--- config.mk ---
export PLATFORM = sky130hd
export DESIGN_NAME = length_prefixed_frame_crc_check
export DESIGN_NICKNAME = d
export VERILOG_FILES = /design/src/rtl/lpfcc_pkg.sv /design/src/rtl/length_prefixed_frame_crc_check.sv
export SDC_FILE = /design/constraint.sdc
export NUM_CORES = 1
export LEC_CHECK = 0
export CAP_MARGIN = 0
export CORE_AREA = 3 3 114 116
export CTS_BUF_LIST = sky130_fd_sc_hd__clkbuf_16
export DETAILED_ROUTE_END_ITERATION = 8
export DIE_AREA = 0 0 117 119
export DONT_BUFFER_PORTS = 1
export PLACE_DENSITY = 0.56
export SLEW_MARGIN = 25
export SYNTH_ARGS = -nofsm -noshare
export SYNTH_HDL_FRONTEND = slang
export SYNTH_SLANG_ARGS = --single-unit
--- constraint.sdc ---
create_clock -name clk -period 4.95 [get_ports clk]
set_input_delay 0.99 -clock clk [delete_from_list [all_inputs] [get_ports clk]]
set_output_delay 0.99 -clock clk [all_outputs]
set_load 0.05 [all_outputs]
--- src/rtl/lpfcc_pkg.sv ---
// shared widths, crc constants and the per-byte crc-16/modbus update
// no dependencies; used by the top level and the checker
package lpfcc_pkg;

  localparam int BYTE_W = 8;
  localparam int CRC_W  = 16;

  localparam logic [CRC_W-1:0] CRC_INIT = 16'hFFFF;
  localparam logic [CRC_W-1:0] CRC_POLY = 16'hA001;

  // reflected crc, one byte, eight shift steps
  function automatic logic [CRC_W-1:0] crc_byte(input logic [CRC_W-1:0] crc,
                                                input logic [BYTE_W-1:0] b);
    logic [CRC_W-1:0] c;
    c = crc ^ {{(CRC_W-BYTE_W){1'b0}}, b};
    for (int k = 0; k < BYTE_W; k++) begin
      c = c[0] ? ((c >> 1) ^ CRC_POLY) : (c >> 1);
    end
    return c;
  endfunction

endpackage

--- src/rtl/length_prefixed_frame_crc_check.sv ---
// length-prefixed frame checker with crc-16/modbus over all but the last two bytes
// depends on lpfcc_pkg
//
//   port group  | direction | handshake           | payload
//   ------------+-----------+---------------------+----------------------------------
//   input byte  | in        | in_valid / in_stall | data_byte
//   frame check | out       | out_valid/out_stall | frame_ok, computed_crc, received_crc
//
// one byte per cycle while the output register is not full and stalled: the input
// register feeds a single crc byte update and the frame state, whose result lands
// in the output register, reached by the frame's last byte after the input register.
// rst is synchronous and active high; it empties both registers and waits for a length.
// in_stall rises only while a byte is held and the output register is full and stalled.
module length_prefixed_frame_crc_check (
  input  logic                          clk,
  input  logic                          rst,
  input  logic                          in_valid,
  output logic                          in_stall,
  input  logic [lpfcc_pkg::BYTE_W-1:0]  data_byte,
  output logic                          out_valid,
  input  logic                          out_stall,
  output logic                          frame_ok,
  output logic [lpfcc_pkg::CRC_W-1:0]   computed_crc,
  output logic [lpfcc_pkg::CRC_W-1:0]   received_crc
);

  // input register
  logic                         s1_valid;
  logic [lpfcc_pkg::BYTE_W-1:0] s1_byte;

  // frame state
  logic                         awaiting_length, awaiting_length_next;
  logic [lpfcc_pkg::BYTE_W-1:0] frame_length, frame_length_next;
  logic [lpfcc_pkg::BYTE_W-1:0] bytes_seen, bytes_seen_next;
  logic [lpfcc_pkg::CRC_W-1:0]  crc_acc, crc_acc_next;
  logic [lpfcc_pkg::BYTE_W-1:0] first_check_byte, first_check_byte_next;

  logic                         advance;
  logic                         emit;
  logic                         res_ok;
  logic [lpfcc_pkg::CRC_W-1:0]  res_computed;
  logic [lpfcc_pkg::CRC_W-1:0]  res_received;
  logic [lpfcc_pkg::BYTE_W:0]   len_ext;
  logic [lpfcc_pkg::BYTE_W:0]   idx_inc;
  logic [lpfcc_pkg::BYTE_W:0]   idx_inc2;

  assign advance  = s1_valid && (!out_valid || !out_stall);
  assign in_stall = s1_valid && !advance;

  assign len_ext  = {1'b0, frame_length};
  assign idx_inc  = {1'b0, bytes_seen} + 9'd1;
  assign idx_inc2 = {1'b0, bytes_seen} + 9'd2;

  always_comb begin
    awaiting_length_next  = awaiting_length;
    frame_length_next     = frame_length;
    bytes_seen_next       = bytes_seen;
    crc_acc_next          = crc_acc;
    first_check_byte_next = first_check_byte;
    emit                  = 1'b0;
    res_ok                = 1'b0;
    res_computed          = '0;
    res_received          = '0;
    if (advance) begin
      if (awaiting_length) begin
        if (s1_byte == '0) begin
          // empty frame: result straight from the length byte
          emit = 1'b1;
        end else begin
          frame_length_next     = s1_byte;
          bytes_seen_next       = '0;
          crc_acc_next          = lpfcc_pkg::CRC_INIT;
          first_check_byte_next = '0;
          awaiting_length_next  = 1'b0;
        end
      end else begin
        if (idx_inc2 < len_ext) begin
          crc_acc_next = lpfcc_pkg::crc_byte(crc_acc, s1_byte);
        end else if (idx_inc2 == len_ext) begin
          first_check_byte_next = s1_byte;
        end
        bytes_seen_next = idx_inc[lpfcc_pkg::BYTE_W-1:0];
        if (!(idx_inc < len_ext)) begin
          emit = 1'b1;
          if (frame_length >= 8'd3) begin
            res_received = {s1_byte, first_check_byte};
            res_computed = crc_acc;
            res_ok       = (res_received == crc_acc);
          end
          awaiting_length_next  = 1'b1;
          frame_length_next     = '0;
          bytes_seen_next       = '0;
          crc_acc_next          = lpfcc_pkg::CRC_INIT;
          first_check_byte_next = '0;
        end
      end
    end
  end

  always_ff @(posedge clk) begin
    if (rst) begin
      s1_valid <= 1'b0;
    end else if (in_valid && !in_stall) begin
      s1_valid <= 1'b1;
    end else if (advance) begin
      s1_valid <= 1'b0;
    end
  end

  always_ff @(posedge clk) begin
    if (in_valid && !in_stall) begin
      s1_byte <= data_byte;
    end
  end

  always_ff @(posedge clk) begin
    if (rst) begin
      awaiting_length  <= 1'b1;
      frame_length     <= '0;
      bytes_seen       <= '0;
      crc_acc          <= lpfcc_pkg::CRC_INIT;
      first_check_byte <= '0;
    end else begin
      awaiting_length  <= awaiting_length_next;
      frame_length     <= frame_length_next;
      bytes_seen       <= bytes_seen_next;
      crc_acc          <= crc_acc_next;
      first_check_byte <= first_check_byte_next;
    end
  end

  always_ff @(posedge clk) begin
    if (rst) begin
      out_valid <= 1'b0;
    end else if (emit) begin
      out_valid <= 1'b1;
    end else if (!out_stall) begin
      out_valid <= 1'b0;
    end
  end

  always_ff @(posedge clk) begin
    if (emit) begin
      frame_ok     <= res_ok;
      computed_crc <= res_computed;
      received_crc <= res_received;
    end
  end

endmodule

==> results of run 1 <==
## critical path: cells and delay by family, from the launching register on
| family | cells | cell delay [ns] |
|---|---|---|
| and+or+nand+nor | 4 | 1.05 |
| DFF | 1 | 0.47 |
| xor gates and xnor gates | 1 | 0.23 |
| adders and majority gates | 2 | 0.49 |
| AOI/OAI and AO/OA | 4 | 0.73 |
## path summary, 6_finish.rpt
check / startpoint / endpoint / slack [ns] / cells past startpoint
hold reg to reg: frame_length[5] / frame_length[5] / 0.49 / 1
setup / recovery: bytes_seen[1] / crc_acc[14] / 1.81 / 11
setup reg to reg: bytes_seen[1] / crc_acc[14] / 1.81 / 11
hold / removal: frame_length[5] / frame_length[5] / 0.49 / 1
## metrics by stage
stage | setup slack [ns] | util | cells | cell area (µm²) | total power [mW]
3_3_place_gp | 1.917 | 0.3593 | 518 | 4315 | 0.9459
6_report | 1.806 | 0.3852 | 534 | 4627 | 1.627
5_1_grt | 1.510 | 0.3852 | 534 | 4627 | 1.688
2_1_floorplan | 1.839 | - | 383 | 4167 | 0.9128
3_5_place_dp | 1.808 | 0.3594 | 518 | 4317 | 0.9477
4_1_cts | 1.793 | 0.3852 | 534 | 4627 | 1.644
## power by group through the flow
stage / registers [mW] / logic (mW) / clock network (mW)
3_3_place_gp: 0.805 / 0.141 / 0
4_1_cts: 0.790 / 0.143 / 0.710
2_1_floorplan: 0.793 / 0.120 / 0
5_1_grt: 0.793 / 0.157 / 0.738
3_5_place_dp: 0.805 / 0.142 / 0
6_report: 0.790 / 0.143 / 0.694
## final cells by class
class / count / area [µm²] / area share
sequential: 84 / 2092 / 0.4521
inverter: 12 / 45.04 / 0.009735
tap: 147 / 183.9 / 0.03975
timing repair buffer: 3 / 22.52 / 0.004867
multi-input combinational: 272 / 1973 / 0.4264
clock buffer: 9 / 225.2 / 0.04867
clock inverter: 7 / 85.08 / 0.01839
## metal layers
| metal | global-route usage | wire (µm) | up-vias |
|---|---|---|---|
| met3 | 0.03811 | 235 | 10 |
| met1 | 0.1883 | 4361 | 1304 |
| met5 | 0 | 0 | - |
| met4 | 0.03656 | 108 | 0 |
| li1 | - | - | 1382 |
| met2 | 0.2198 | 4542 | 48 |
## flip-flops by register name, summed over array words and instances, names as in the netlist
name	cells
computed_crc	16
crc_acc	16
received_crc	16
bytes_seen	8
first_check_byte	8
frame_length	8
s1_byte	8
awaiting_length	1
frame_ok	1
out_valid	1
s1_valid	1
## cells in the mapped netlist, types with 2 or more instances
| master | number |
|---|---|
| edfxtp_1 | 41 |
| buf_2 | 2 |
| a22o_1 | 8 |
| xor2_1 | 12 |
| o21bai_1 | 9 |
| a22oi_1 | 6 |
| dfxtp_1 | 43 |
| o21ai_0 | 2 |
| inv_1 | 12 |
| nand2_1 | 23 |
| o211ai_1 | 2 |
| a21oi_1 | 14 |
| nor4_1 | 3 |
| and3_1 | 3 |
| mux2i_1 | 7 |
| nor2_1 | 16 |
| nand3_1 | 23 |
| and2_1 | 31 |
| xnor2_1 | 34 |
| ha_1 | 19 |
| nand4_1 | 9 |
| xnor2_2 | 2 |
| nor3_1 | 10 |
| and4_1 | 2 |
| nor2b_1 | 3 |
| o21a_1 | 2 |
| clkbuf_1 | 11 |
| a31oi_1 | 9 |
| a21o_1 | 3 |
| buf_4 | 2 |
## cells by family (layout without fill, tap and decap cells)
logic type / count (synthesis) / after routing
buffers and inverters: 27 / 31
adders and majority gates: 19 / 19
and+or+nand+nor: 133 / 133
muxes: 7 / 7
DFF: 84 / 84
xor gates and xnor gates: 50 / 50
AOI/OAI and AO/OA: 63 / 63
==> metrics.md, run 1 <==
| Metric | Value |
|---|---|
| CTS tree | yes |
| Library cells used by synthesis | 50 |
| Status | finished, final reports clean |
| Via count | 2744 |
| Kind of end point of the critical path | register |
| Post-Synthesis Cells | 383 |
| Clock sink count | 84 |
| Worst-Skew Late Latency | 0.33 ns |
| RSZ-0062 raised after global routing | no |
| Share of cells above drive strength 1 | 0.07494 |
| Net count after synthesis | 414 |
| Worst slew pin tran | 0.9239 ns |
| Clock Power Share | 0.426 |
| Pwr Density | 351.6 nW/µm² |
| Post-synthesis cell area | 4166 µm² |
| Yosys top cell by area | edfxtp_1 |
| Global route total overflow | 0 |
| Initial core utilization | 0.3469 |
| Drt pass-1 iters | 4 |
| Hold Crit Class | register to register |
| Largest net degree at the start of global routing | 34 |
| Area share of the largest cell type after synthesis | 0.2955 |
| Hold_buf cts | 0 |
| Post-synth EDFFs | 41 |
| Slew Viols, Final | 0 |
| Routed wire length | 9247 µm |
| Relative slew slack | 0.3828 |
| F_max | 318.1 MHz |
| Crit Path Max Fanout | 16 |
| I/O Buffers | 0 |
| IO Pins | 47 |
| Worst stage delay on the critical path | 0.55 ns |
| Synth Area in XOR/XNOR | 0.1141 |
| Final GP Congestion | 0.9010 |
| VDD IR-drop max | 0.1497 mV |
| P_leak | 1.683 nW |
| Die X | 117 µm |
| Clock Root Buffer | clkbuf_16 |
| Num CTS Buffers | 9 |
| Core Box Area | 12010 µm² |
| Syn Area/Cell | 10.88 µm² |
| CTS H-tree depth | 3 |
| Post-CTS sizing | 0 |
| Min Tclk post-route | 3.144 ns |
| Vias per std cell | 5.139 |
| Post-synthesis async set-or-reset flop share | 0 |
| Post-synthesis compound-gate area fraction | 0.1075 |
| Row cnt | 40 |
| Synth Area in Adders | 0.05706 |
| Max Cap Viol | 0 |
| Crit Path Class | register to register |
| Crit-path most repeated cell | ha_1 |
| Syn-to-layout area delta | 11.05% |
| Seq pwr share | 0.486 |
| Die Y | 119 µm |
| Post-synth top flop | dfxtp_1 |
| Commonest non-fill, non-tap cells in the layout | dfxtp_1 (43), edfxtp_1 (41), xnor2_1 (34) |
| Final Hold Viols | 0 |
| Mux contribution to synthesized area | 0.01682 |
| Largest family of logic cells by synthesized area | simple AND/OR/NAND/NOR gates |
| Register bit count reported by yosys | 84 |
| CP Launch Type | register |
| Top cells by area, synth | edfxtp_1 (30%), dfxtp_1 (21%), xnor2_1 (7.1%) |
| Most common cell after layout, fill and taps aside | dfxtp_1 |
| Period utilisation layout | 0.6351 |
| Max Clock Skew | 0.007120 ns |
| First-pass GRT wire length | 14990 µm |
| Cell breakdown of the critical path | ha_1, and3_1, nand4_1, xnor2_1, ha_1, a21o_1, a41o_2, nor2_1, a21oi_2, nor2_2, o211ai_1 |
| Worst Path Required | 5.13 ns |
| WHS | 0.4900 ns |
| Worst path arrival time | 3.32 ns |
| Die ar. | 13920 µm² |
| Post-CTS Setup Bufs | 0 |
| Final setup fails | 0 |
| Switching fraction of total power | 0.2364 |
| Clock buffer depth | 2 |
| Final nets | 413 |
| Detail Route Antenna Nets | 0 |
| Setup TNS | 0 ns |
| Psw | 0.3846 mW |
| Post-route DRC | 0 |
| Ys Warns | 0 |
| Critical-path top delay cell | nor2_2 |
| Hpwl dp | 6568 µm |
| Initial drt markers | 156 |
| Register area share after synthesis | 0.5021 |
| GRT Overall Usage | 0.1396 |
| Internal power | 1.242 mW |
| Logic gate share of total power | 0.088 |
| Post-Synth Simple-Gate Area | 0.1757 |
| Vias in the first global route | 2725 |
| Fillers | 1172 |
| WL per Instance | 17.32 µm |
| Inserted Diodes | 0 |
| Clock-pin slew on the worst setup and hold paths | 0.06 ns |
| Initial antenna violation count | 0 |
No activity file was read; power rests on OpenSTA's default activity.
==> inputs of run 2 (changes only) <==
--- a/config.mk
+++ b/config.mk
@@ -11,7 +11,7 @@
 export DETAILED_ROUTE_END_ITERATION = 8
 export DIE_AREA = 0 0 117 119
 export DONT_BUFFER_PORTS = 1
-export PLACE_DENSITY = 0.56
+export PLACE_DENSITY = 0.58
 export SLEW_MARGIN = 25
 export SYNTH_ARGS = -nofsm -noshare
 export SYNTH_HDL_FRONTEND = slang
==> constraint.sdc (replaced) <==
create_clock -name clk -period 2.8 [get_ports clk]
set_input_delay 0.56 -clock clk [delete_from_list [all_inputs] [get_ports clk]]
set_output_delay 0.56 -clock clk [all_outputs]
set_load 0.05 [all_outputs]
==> run 2 against run 1 <==
  * The run now ends with setup timing left
  * Via count rose by 12%
  * Flip-flop and latch count stayed put
  * Setup slack worse by 1.9 ns
  * Clock skew is 0.0037 ns higher
  * Clock-buffer cell count did not move
  * Register-to-register slack worse by 1.9 ns
  * Global-route usage grew 0.88 points
  * Utilization is 5.7 points higher
  * First-iteration DRC count rose by 13%
  * Combinational power increased to 2.7 times the previous value
  * Sequential share of layout area decreased by 5.6 points
  * Sequential power up 75%
  * Largest power group unchanged
==> metrics.md, run 2 (synthesis results as in run 1) <==
| Metric | Value |
|---|---|
| Die Y | 119 µm |
| Final Total Pwr | 2.842 mW |
| Hold Crit Class | input port to register |
| I/O Buffers | 0 |
| F_max | 350.5 MHz |
| Finished Layout Cells | 590 |
| Hold_buf cts | 0 |
| Row cnt | 40 |
| Routed wire length | 10230 µm |
| Worst-Skew Late Latency | 0.34 ns |
| Global route total overflow | 0 |
| WL per Instance | 17.34 µm |
| Core Box Area | 12010 µm² |
| Worst reg-to-reg setup slack | -0.05 ns |
| Worst slew pin tran | 0.7318 ns |
| CTS tree | yes |
| R2R cell count | 12 |
| Syn-to-layout area delta | 27.39% |
| Final worst setup slack | -0.05343 ns |
| CP Launch Type | register |
| Die X | 117 µm |
| Clock sink count | 84 |
| Crit Path Max Fanout | 17 |
| Clock buffer depth | 2 |
| Period utilisation layout | 1.019 |
| Commonest non-fill, non-tap cells in the layout | buf_4 (46), edfxtp_1 (41), dfxtp_1 (40) |
| Placed Cells | 559 |
| Max Clock Skew | 0.01081 ns |
| Final GP Congestion | 0.8203 |
| Pwr Density | 535.5 nW/µm² |
| Worst Path Required | 2.90 ns |
| Hold path cells | 1 |
| Hpwl dp | 6872 µm |
| Fillers | 1136 |
| VDD IR-drop max | 0.3305 mV |
| Failing checks | setup timing |
| Largest net degree at the start of global routing | 34 |
| Share of cells above drive strength 1 | 0.2715 |
| Most common cell after layout, fill and taps aside | buf_4 |
| Min Tclk post-route | 2.853 ns |
| Via count | 3071 |
| Drt pass-1 iters | 4 |
| RSZ-0062 raised after global routing | yes |
| GRT Overall Usage | 0.1484 |
| Final setup fails | 40 |
| Final Hold Viols | 0 |
| Max Cap Viol | 0 |
| P_leak | 1.986 nW |
| Die ar. | 13920 µm² |
| Clock-pin slew on the worst setup and hold paths | 0.06 ns |
| Multi-input combinational cell area | 2192 µm² |
| Detail Route Antenna Nets | 0 |
| Post-route DRC | 0 |
| Largest regs | computed_crc (16), crc_acc (16), received_crc (16) |
| Initial core utilization | 0.3469 |
| Final Cell Area | 5308 µm² |
| Initial antenna violation count | 0 |
| Final nets | 468 |
| Num CTS Buffers | 9 |
| Place WS | -0.3218 ns |
| Slew Viols, Final | 0 |
| CTS H-tree depth | 3 |
| FF/Latch Area | 2101 µm² |
| IO Pins | 47 |
| Initial drt markers | 176 |
| Vias in the first global route | 2970 |
| Vias per std cell | 5.205 |
| First-pass GRT wire length | 15810 µm |
| Setup TNS | -1.559 ns |
| Relative slew slack | 0.5099 |
| Worst path arrival time | 2.95 ns |
| Kind of end point of the critical path | register |
| Status | finished, violations left |
| Placement Cell Area | 4683 µm² |
| Clock Root Buffer | clkbuf_16 |
| Crit Path Class | register to register |
## run 2: worst max-delay path, stage by stage, from the launching register on
cell	delay [ns]
dfxtp_4	0.37
ha_4	0.17
buf_6	0.13
xor2_4	0.20
ha_4	0.22
o21ai_2	0.12
a21oi_2	0.06
o41a_1	0.47
buf_6	0.16
o21bai_1	0.12
a21o_1	0.19
clkinvlp_4	0.19
buf_12	0.21
## run 2: repair_timing
action / 4_1_cts / 5_1_grt
setup endpoints to repair: 75 / 98
buffers inserted: 1 / 10
endpoints found under the hold margin: 0 / 0
gates cloned: 1 / 3
pin swaps: 4 / 19
gates resized for setup: 11 / 31
## run 2: area by class of cell
cell class              count  share of cell area
flip-flops and latches     84              0.3958
diodes                      1           0.0004715
well taps                 147             0.03465
inverters                  12            0.009194
repair buffers             57             0.09595
clock buffers               9             0.04243
clock inverters             7            0.008487
multi-input cells         273              0.4130
## run 2: metrics by stage
stage	util	hold WS [ns]
floorplan	-	0.4491
global placement	0.3897	0.4654
detailed placement	0.3899	0.4662
CTS	0.4190	0.2710
global route	0.4417	0.2673
finish	0.4419	0.2801
## run 2: path summary, 6_finish.rpt
path	startpoint	endpoint
setup / recovery	bytes_seen[1]	computed_crc[14]
setup reg to reg	bytes_seen[1]	computed_crc[14]
hold reg to reg	frame_length[5]	frame_length[5]
hold / removal	rst	bytes_seen[2]
## run 2: power by group
group,switching (mW),internal (mW)
registers,0.0611,1.31
logic,0.209,0.178
clock network,0.482,0.597
## run 2: routing by layer
metal / vias up / track usage / part of all wire
met5: - / 0 / 0
met4: 0 / 0.05806 / 0.018
met3: 14 / 0.04167 / 0.056
met2: 97 / 0.2336 / 0.50
li1: 1495 / - / -
met1: 1465 / 0.1909 / 0.43
==> inputs of run 3 (changes only) <==
--- a/config.mk
+++ b/config.mk
@@ -6,12 +6,12 @@
 export NUM_CORES = 1
 export LEC_CHECK = 0
 export CAP_MARGIN = 0
-export CORE_AREA = 3 3 114 116
+export CORE_AREA = 3 3 90 92
 export CTS_BUF_LIST = sky130_fd_sc_hd__clkbuf_16
 export DETAILED_ROUTE_END_ITERATION = 8
-export DIE_AREA = 0 0 117 119
+export DIE_AREA = 0 0 93 95
 export DONT_BUFFER_PORTS = 1
-export PLACE_DENSITY = 0.58
+export PLACE_DENSITY = 0.82
 export SLEW_MARGIN = 25
 export SYNTH_ARGS = -nofsm -noshare
 export SYNTH_HDL_FRONTEND = slang
==> run 3 against run 2 <==
  * The run now ends clean
  * Die area fell by 37%
  * Clock-buffer cell count did not move
  * Non-clock buffer count fell by 23
  * Wire length fell by 4.2%
  * Combinational power fell by 16%
  * Global-route usage rose by 7.3 points
  * Critical endpoint is now computed_crc[15]
  * Largest cell class is now registers
==> metrics.md, run 3 (synthesis results as in run 1) <==
| Metric | Value |
|---|---|
| Status | finished, final reports clean |
| Initial core utilization | 0.5714 |
| Row cnt | 31 |
| I/O Buffers | 0 |
| Switching fraction of total power | 0.2443 |
| Worst slew pin tran | 0.9795 ns |
| Psw | 0.7236 mW |
| Final Hold Viols | 0 |
| Routed wire length | 9801 µm |
| Min Tclk post-route | 2.799 ns |
| Slew Viols, Final | 0 |
| Drt pass-1 iters | 4 |
| Hpwl dp | 6495 µm |
| Most common cell after layout, fill and taps aside | edfxtp_1 |
| Final GP Congestion | 0.9206 |
| Pwr Density | 588.8 nW/µm² |
| Logic gate share of total power | 0.110 |
| Initial drt markers | 183 |
| Hold_buf cts | 0 |
| First-pass GRT wire length | 14810 µm |
| Post-route DRC | 0 |
| Final core occ | 0.6899 |
| Clock buffer depth | 2 |
| CP Launch Type | register |
| CTS H-tree depth | 3 |
| Seq pwr share | 0.464 |
| Clock Root Buffer | clkbuf_16 |
| Clock-pin slew on the worst setup and hold paths | 0.06 ns |
| Via count | 3079 |
| GRT Overall Usage | 0.2218 |
| Vias in the first global route | 2896 |
| Worst path arrival time | 3.00 ns |
| Initial antenna violation count | 0 |
| Crit Path Max Fanout | 7 |
| Vias per std cell | 5.956 |
| WL per Instance | 18.96 µm |
| Relative slew slack | 0.3456 |
| Period utilisation layout | 0.9995 |
| Die Y | 95 µm |
| Final nets | 444 |
| Global route total overflow | 0 |
| CTS tree | yes |
| Largest net degree at the start of global routing | 34 |
| F_max | 357.3 MHz |
| Internal power | 2.239 mW |
| Kind of end point of the critical path | register |
| IO Pins | 47 |
| Final setup fails | 0 |
| RSZ-0062 raised after global routing | yes |
| Clock Power Share | 0.425 |
| Syn-to-layout area delta | 20.75% |
| Die X | 93 µm |
| Hold Crit Class | input port to register |
| Core Box Area | 7292 µm² |
| Worst-Skew Late Latency | 0.34 ns |
| Worst Path Required | 3.01 ns |
| Final Total Pwr | 2.962 mW |
| Die ar. | 8835 µm² |
| Max Cap Viol | 0 |
| Inserted Diodes | 0 |
| Num CTS Buffers | 9 |
| P_leak | 1.901 nW |
| Detail Route Antenna Nets | 0 |
| Share of cells above drive strength 1 | 0.2225 |
| VDD IR-drop max | 0.3041 mV |
| Commonest non-fill, non-tap cells in the layout | edfxtp_1 (41), dfxtp_1 (40), xnor2_1 (33) |
| Clock sink count | 84 |
| Max Clock Skew | 0.006125 ns |
| Crit Path Class | register to register |
| Largest regs | computed_crc (16), crc_acc (16), received_crc (16) |
run 3: path summary, 6_finish.rpt:
check                           slack, ns               end            start  cells after the start
worst max register to register      0.001  computed_crc[15]    bytes_seen[2]                     13
worst min register to register       0.48   frame_length[5]  frame_length[5]                      1
worst max-delay path                0.001  computed_crc[15]    bytes_seen[2]                     13
worst min-delay path                 0.28     bytes_seen[2]              rst                      1
run 3: layer usage:
layer  up-vias  part of all wire  track usage
met2       139              0.48       0.3509
li1       1442                 -            -
met4         0             0.023       0.1099
met3        20             0.068      0.04303
met1      1478              0.43       0.2922
met5         -                 0            0
run 3: timing repair:
action	CTS	global route
gates resized for setup	1	30
buffers inserted	0	5
endpoints found under the setup margin	7	87
gates cloned	0	3
pin swaps	0	6
run 3: stage by stage:
stage | TNS (ns) | cell area [µm²] | hold WS, ns | std cells | setup WS [ns]
global placement | -0.008492 | 4498 | 0.4626 | 493 | -0.005436
CTS | -0.002857 | 4817 | 0.2744 | 509 | -0.002857
finish | 0 | 5031 | 0.2790 | 517 | 0.001415
global route | -4.058 | 5031 | 0.2727 | 517 | -0.06665
detailed placement | -0.2346 | 4498 | 0.4661 | 493 | -0.07317
floorplan | -0.4429 | 4199 | 0.4491 | 383 | -0.01342
run 3: final cells by class:
cell class,instances,area [µm²]
fill,527,2261
sequential,84,2101
multi-input combinational,272,2100
timing repair buffer,34,342.8
clock buffer,9,225.2
tap,99,123.9
clock inverter,7,90.09
inverter,12,48.80
run 3: worst max-delay path, stage by stage, from the launching register on:
cell and delay (ns):
dfxtp_4 0.40, ha_4 0.15, and3_4 0.17, nand4_1 0.12
xnor2_2 0.17, ha_1 0.31, nand2_1 0.07, a21oi_2 0.12
o41a_1 0.34, nor2_4 0.07, nor4_4 0.26, buf_6 0.20
clkbuf_16 0.16, and2_1 0.12
run 3: power groups by stage:
| stage | Combinational [mW] | Clock, mW | Sequential (mW) |
|---|---|---|---|
| 3_5_place_dp | 0.295 | 0 | 1.40 |
| 2_1_floorplan | 0.212 | 0 | 1.40 |
| 4_1_cts | 0.300 | 1.26 | 1.38 |
| 5_1_grt | 0.352 | 1.31 | 1.38 |
| 6_report | 0.326 | 1.26 | 1.38 |
| 3_3_place_gp | 0.290 | 0 | 1.40 |
